===== src/lprf_pkg.sv =====
`default_nettype none
package lprf_pkg;

    localparam int MAX_TAPS_DEF    = 32;
    localparam int SAMPLE_BITS_DEF = 32;
    localparam int COEF_BITS_DEF   = 16;

    localparam int RES_W           = 32;
    localparam int SAMPLE_W        = 32;
    localparam int COEF_W          = 16;
    localparam int IDX_W           = 5;
    localparam int ORDER_W         = 6;
    localparam int SHIFT_W         = 5;
    localparam int CFG_IDX_W       = 2;
    localparam int CFG_DATA_W      = 6;
    localparam int FIXED_ORDER_MAX = 4;

    localparam logic signed [RES_W-1:0] FIX_2 = RES_W'(2);
    localparam logic signed [RES_W-1:0] FIX_3 = RES_W'(3);
    localparam logic signed [RES_W-1:0] FIX_4 = RES_W'(4);
    localparam logic signed [RES_W-1:0] FIX_6 = RES_W'(6);

    typedef enum logic {
        FUNC_SAMPLE = 1'b0,
        FUNC_LOAD   = 1'b1
    } t_func;

    typedef enum logic {
        MODE_FIXED = 1'b0,
        MODE_LPC   = 1'b1
    } t_mode;

    typedef enum logic [CFG_IDX_W-1:0] {
        CFG_MODE  = 2'd0,
        CFG_ORDER = 2'd1,
        CFG_SHIFT = 2'd2
    } t_cfg_idx;

    typedef struct packed {
        logic shift;
        logic capture;
        logic load;
        logic tap_on;
    } t_cell_ctl;

    typedef struct packed {
        logic signed [RES_W-1:0] x;
        logic                    warm;
        logic                    lpc;
        logic signed [RES_W-1:0] fixed_res;
    } t_side;

    function automatic logic signed [RES_W-1:0] fixed_residual(
        input logic [ORDER_W-1:0]    ord,
        input logic signed [RES_W-1:0] x,
        input logic signed [RES_W-1:0] h0,
        input logic signed [RES_W-1:0] h1,
        input logic signed [RES_W-1:0] h2,
        input logic signed [RES_W-1:0] h3
    );
        logic signed [RES_W-1:0] pred;
        case (ord)
            ORDER_W'(1): pred = h0;
            ORDER_W'(2): pred = FIX_2 * h0 - h1;
            ORDER_W'(3): pred = FIX_3 * h0 - FIX_3 * h1 + h2;
            ORDER_W'(4): pred = FIX_4 * h0 - FIX_6 * h1 + FIX_4 * h2 - h3;
            default:     pred = '0;
        endcase
        return x - pred;
    endfunction

endpackage
`default_nettype wire


===== src/lprf_tap_cell.sv =====
`default_nettype none
module lprf_tap_cell import lprf_pkg::*; #(
    parameter int SAMPLE_BITS = SAMPLE_BITS_DEF,
    parameter int COEF_BITS   = COEF_BITS_DEF
) (
    input  logic                                  i_clk,
    input  t_cell_ctl                             i_ctl,
    input  logic signed [SAMPLE_BITS-1:0]         i_hist,
    input  logic signed [COEF_BITS-1:0]           i_coef,
    output logic signed [SAMPLE_BITS-1:0]         o_hist,
    output logic signed [SAMPLE_BITS+COEF_BITS-1:0] o_prod
);

    logic signed [SAMPLE_BITS-1:0]           r_hist;
    logic signed [COEF_BITS-1:0]             r_coef;
    logic signed [SAMPLE_BITS+COEF_BITS-1:0] r_prod;
    logic signed [SAMPLE_BITS+COEF_BITS-1:0] n_prod;

    always_comb begin
        if (i_ctl.tap_on) begin
            n_prod = r_coef * r_hist;
        end else begin
            n_prod = '0;
        end
    end

    always_ff @(posedge i_clk) begin
        if (i_ctl.shift) begin
            r_hist <= i_hist;
        end
        if (i_ctl.load) begin
            r_coef <= i_coef;
        end
        if (i_ctl.capture) begin
            r_prod <= n_prod;
        end
    end

    assign o_hist = r_hist;
    assign o_prod = r_prod;

endmodule
`default_nettype wire


===== config.mk =====
export PLATFORM = sky130hd
export DESIGN_NAME = lprf_tap_cell
export DESIGN_NICKNAME = d
export VERILOG_FILES = /design/src/lprf_pkg.sv /design/src/lprf_tap_cell.sv
export SDC_FILE = /design/constraint.sdc
export NUM_CORES = 1
export LEC_CHECK = 0
export BUFFER_PORTS_ARGS = -buffer_cell sky130_fd_sc_hd__buf_2
export CAP_MARGIN = 20
export CORE_MARGIN = 4
export CORE_UTILIZATION = 60
export CTS_CLUSTER_SIZE = 8
export DETAILED_ROUTE_END_ITERATION = 10
export PLACE_DENSITY = 0.79
export SLEW_MARGIN = 20
export SYNTH_ARGS = -nofsm -noshare
export SYNTH_HDL_FRONTEND = slang
export SYNTH_SLANG_ARGS = --single-unit

===== constraint.sdc =====
create_clock -name i_clk -period 7 [get_ports i_clk]
set_input_delay 0.7 -clock i_clk [delete_from_list [all_inputs] [get_ports i_clk]]
set_output_delay 0.7 -clock i_clk [all_outputs]
set_load 0.03 [all_outputs]

==> results.ini <==
[routing]
drt_first_pass_iters = 8
dr_total_vias = 15679
avgRoutedWirePerCell_um = 19.7
drtIter0Drc = 1057
drt_drc_violations_left = 0
post_drt_via_cell_ratio = 5.60
route.final.wire_length_mm = 55.1
drtAntennaViolNets = 0

[synth]
synth_seq_cells = 96
synth_seq_area_share_pct = 13.6
postSynthCellCount = 2229
synth.cells.most_frequent = sky130_fd_sc_hd__inv_1 (550), sky130_fd_sc_hd__fa_1 (486), sky130_fd_sc_hd__nand2_1 (323)
synthMostInstantiatedCell = sky130_fd_sc_hd__inv_1
post_synth.cell_area_avg_um2 = 9.54
synth_warnings = 0
post-synth-top-area-cell = sky130_fd_sc_hd__fa_1
synthTopCellsByArea = sky130_fd_sc_hd__fa_1 (46%), sky130_fd_sc_hd__edfxtp_1 (14%), sky130_fd_sc_hd__inv_1 (9.7%)
yosys.area.top_type_share_pct = 45.8
dominantRegCellSynth = sky130_fd_sc_hd__edfxtp_1
post_synth_num_cell_types = 64
synth_fp_nets = 2882
synth-async-reset-ratio_pct = 0
mappedNetlistArea_um2 = 21300
number_of_flops_mapped_to_enable_cells_by_yosys = 96

[outcome]
result_of_the_run = finished clean

[timing]
final_min_period_over_clock_period_pct = 96.3
skew_ns = 0.0104
achievable-frequency_mhz = 148
worst_slew_pin_slew_ns = 1.07
maxSlewHeadroom_pct = 28.4
setup-violations-final = 0
grt_setup_unrepaired = no
final_hold_vios = 0
report.final.slew_viol_count = 0
period_needed_ns = 6.74

[clock_network]
cts.sink_count = 96
number_of_buffers_on_the_longest_clock_path = 2
cts_tree = built
cts.clk_slew.worst_paths_ns = 0.07
hold_buffers = 0
clk_root_buffer_cell = sky130_fd_sc_hd__clkbuf_16
h-tree-depth = 3
cts_buffers = 9
clk_latency_ns = 0.38

[final_layout]
num-fill-cells = 2722
finish.cell_count_without_fillers = 2800
insertedDiodeCount = 0
nNetsFinal = 2994
area.growth.synth_to_final_pct = 8.43
final_layout_size_suffix_gt1_share_pct = 10.3

[floorplanning]
io_count = 133
area_of_the_die_um2 = 38500
dieWidth_um = 196
num_rows = 68
initial_utilization_pct = 61.2
core_region_area_um2 = 34700
die_y_um = 196

[worst_setup_path]
critPathArrivalTime_ns = 6.86
timing.critical_path.to_type = flip-flop
crit_path_cell_trace = buf_4 -> and2_1 -> fa_1 -> inv_1 -> fa_1 -> fa_1 -> fa_1 -> inv_1 -> fa_1 -> inv_1 -> fa_1 -> inv_1 -> ha_1 -> nand4_1 -> nor3_2 -> nor3b_1 -> a211oi_2 -> a31oi_4 -> mux2i_1 -> nand4_1
critPathBufInv = 5
critical_path.startpoint_type = flip-flop
critical-path-top-cell-by-count = sky130_fd_sc_hd__fa_1
cp_data_required_time_ns = 7.12
timing.critical_path.max_delay_family = adder cells
worstPathMaxFanout = 12
crit_type = reg -> reg
timing.critical_path.slowest_stage_cell = sky130_fd_sc_hd__edfxtp_1
worst_path_largest_cell_delay_ns = 0.63

[grt]
via_count_of_the_first_global_routing_pass = 17983
grt.total_usage_pct = 30.5
grt_start_max_net_pins = 49
globalRouteOverflowTotal = 0
grt_antenna_before_repair = 1
grt_first_pass_wirelength_mm = 91.7

[placement]
place_hpwl_mm = 44.8
gp_congestion = 0.943
place_inst = 2761
port-buffer-count = 132

[run]
cap_violations = 0

[hold_path]
hold_path_class = in -> reg

-- sequential cells by signal, indices dropped and copies added, names as in the netlist --
register  flops
r_coef       16
o_hist       32
o_prod       48
-- worst reg2reg max path, cell delays in order, from the launching register on --
cell and delay, ns:
sky130_fd_sc_hd__edfxtp_1 0.63, sky130_fd_sc_hd__buf_4 0.30, sky130_fd_sc_hd__and2_1 0.17, sky130_fd_sc_hd__fa_1 0.55, sky130_fd_sc_hd__inv_1 0.15, sky130_fd_sc_hd__fa_1 0.53, sky130_fd_sc_hd__fa_1 0.46, sky130_fd_sc_hd__fa_1 0.54
sky130_fd_sc_hd__inv_1 0.05, sky130_fd_sc_hd__fa_1 0.54, sky130_fd_sc_hd__inv_1 0.05, sky130_fd_sc_hd__fa_1 0.48, sky130_fd_sc_hd__inv_1 0.04, sky130_fd_sc_hd__ha_1 0.42, sky130_fd_sc_hd__nand4_1 0.22, sky130_fd_sc_hd__nor3_2 0.33
sky130_fd_sc_hd__nor3b_1 0.37, sky130_fd_sc_hd__a211oi_2 0.12, sky130_fd_sc_hd__a31oi_4 0.25, sky130_fd_sc_hd__mux2i_1 0.21, sky130_fd_sc_hd__nand4_1 0.09
-- per-layer routing --
metal | part of all wire, % | vias to the layer above | GRT usage (%)
met5 | 0.024 | - | 0
met4 | 6.7 | 2 | 17.2
met3 | 5.8 | 222 | 5.10
met2 | 53 | 671 | 54.7
met1 | 35 | 8024 | 34.4
li1 | - | 6760 | -
-- metrics by stage --
stage	area [um2]	util [%]	TNS (ns)	hold slack, ns	setup WS, ns
after floorplan	21300	-	0	0.606	0.784
after global placement	22500	64.7	0	0.877	0.0929
after detailed placement	22500	64.7	-0.0179	0.878	-0.0179
after CTS	22800	65.8	0	0.485	0.00111
after global routing	23000	66.4	0	0.487	0.0000493
final	23000	66.4	0	0.499	0.258
-- cell usage in the layout, fill, tap and decap left out, types with 4 or more instances in the layout --
cell	count
sky130_fd_sc_hd__xor2_1	11
sky130_fd_sc_hd__o21a_1	5
sky130_fd_sc_hd__bufinv_16	4
sky130_fd_sc_hd__nand2b_1	14
sky130_fd_sc_hd__a211oi_2	4
sky130_fd_sc_hd__buf_2	131
sky130_fd_sc_hd__a21o_1	29
sky130_fd_sc_hd__a21oi_1	41
sky130_fd_sc_hd__nor3_1	10
sky130_fd_sc_hd__nand3_1	6
sky130_fd_sc_hd__nand2_1	323
sky130_fd_sc_hd__o21bai_1	5
sky130_fd_sc_hd__edfxtp_1	96
sky130_fd_sc_hd__a31oi_1	6
sky130_fd_sc_hd__mux2i_1	6
sky130_fd_sc_hd__ha_1	114
sky130_fd_sc_hd__xnor2_1	31
sky130_fd_sc_hd__nand4_1	15
sky130_fd_sc_hd__inv_1	550
sky130_fd_sc_hd__nor2_1	86
sky130_fd_sc_hd__buf_4	67
sky130_fd_sc_hd__a211oi_1	4
sky130_fd_sc_hd__and2_1	205
sky130_fd_sc_hd__fa_1	486
sky130_fd_sc_hd__clkbuf_16	9
sky130_fd_sc_hd__o21ai_0	23
sky130_fd_sc_hd__buf_12	4
sky130_fd_sc_hd__o21ai_1	6
-- cells by family after synthesis --
family | Yosys count | synth area share, %
and+or+nand+nor | 682 | 15.3
muxes | 6 | 0.283
xor gates and xnor gates | 42 | 1.73
AOI/OAI and AO/OA | 150 | 5.03
adders and majority gates | 600 | 52.5
buffers and inverters | 653 | 11.6
DFF | 96 | 13.6
-- final timing paths --
kind                                           from                        to  slack [ns]  cells after the start
worst max-delay path            r_coef[3]$_DFFE_PP_  o_prod[43]$_SDFFCE_PN0P_        0.26                     20
worst min-delay path                     i_hist[27]      o_hist[27]$_DFFE_PP_        0.50                      1
worst max register to register  r_coef[3]$_DFFE_PP_  o_prod[43]$_SDFFCE_PN0P_        0.26                     20
worst min register to register  o_hist[0]$_DFFE_PP_   o_prod[0]$_SDFFCE_PN0P_        1.08                      1
-- repair_timing --
| action | 4_1_cts | 5_1_grt |
|---|---|---|
| setup endpoints to repair | 1 | 12 |
| buffers inserted | 1 | 23 |
| cloned | 0 | 0 |
| hold endpoints to repair | 0 | 0 |
| gates resized for setup | 0 | 1 |
-- area by class of cell --
cell class | count | area [um2] | share of cell area, %
multi-input combinational | 1480 | 15900 | 69.0
tap | 455 | 569 | 2.47
clock buffer | 9 | 225 | 0.977
sequential | 96 | 2880 | 12.5
clock inverter | 6 | 138 | 0.597
timing repair buffer | 203 | 1250 | 5.43
inverter | 551 | 2070 | 8.97
Power is left out: the tool's default activity adds up to more than one toggle a clock period on the data nets, which glitch-free logic cannot reach.
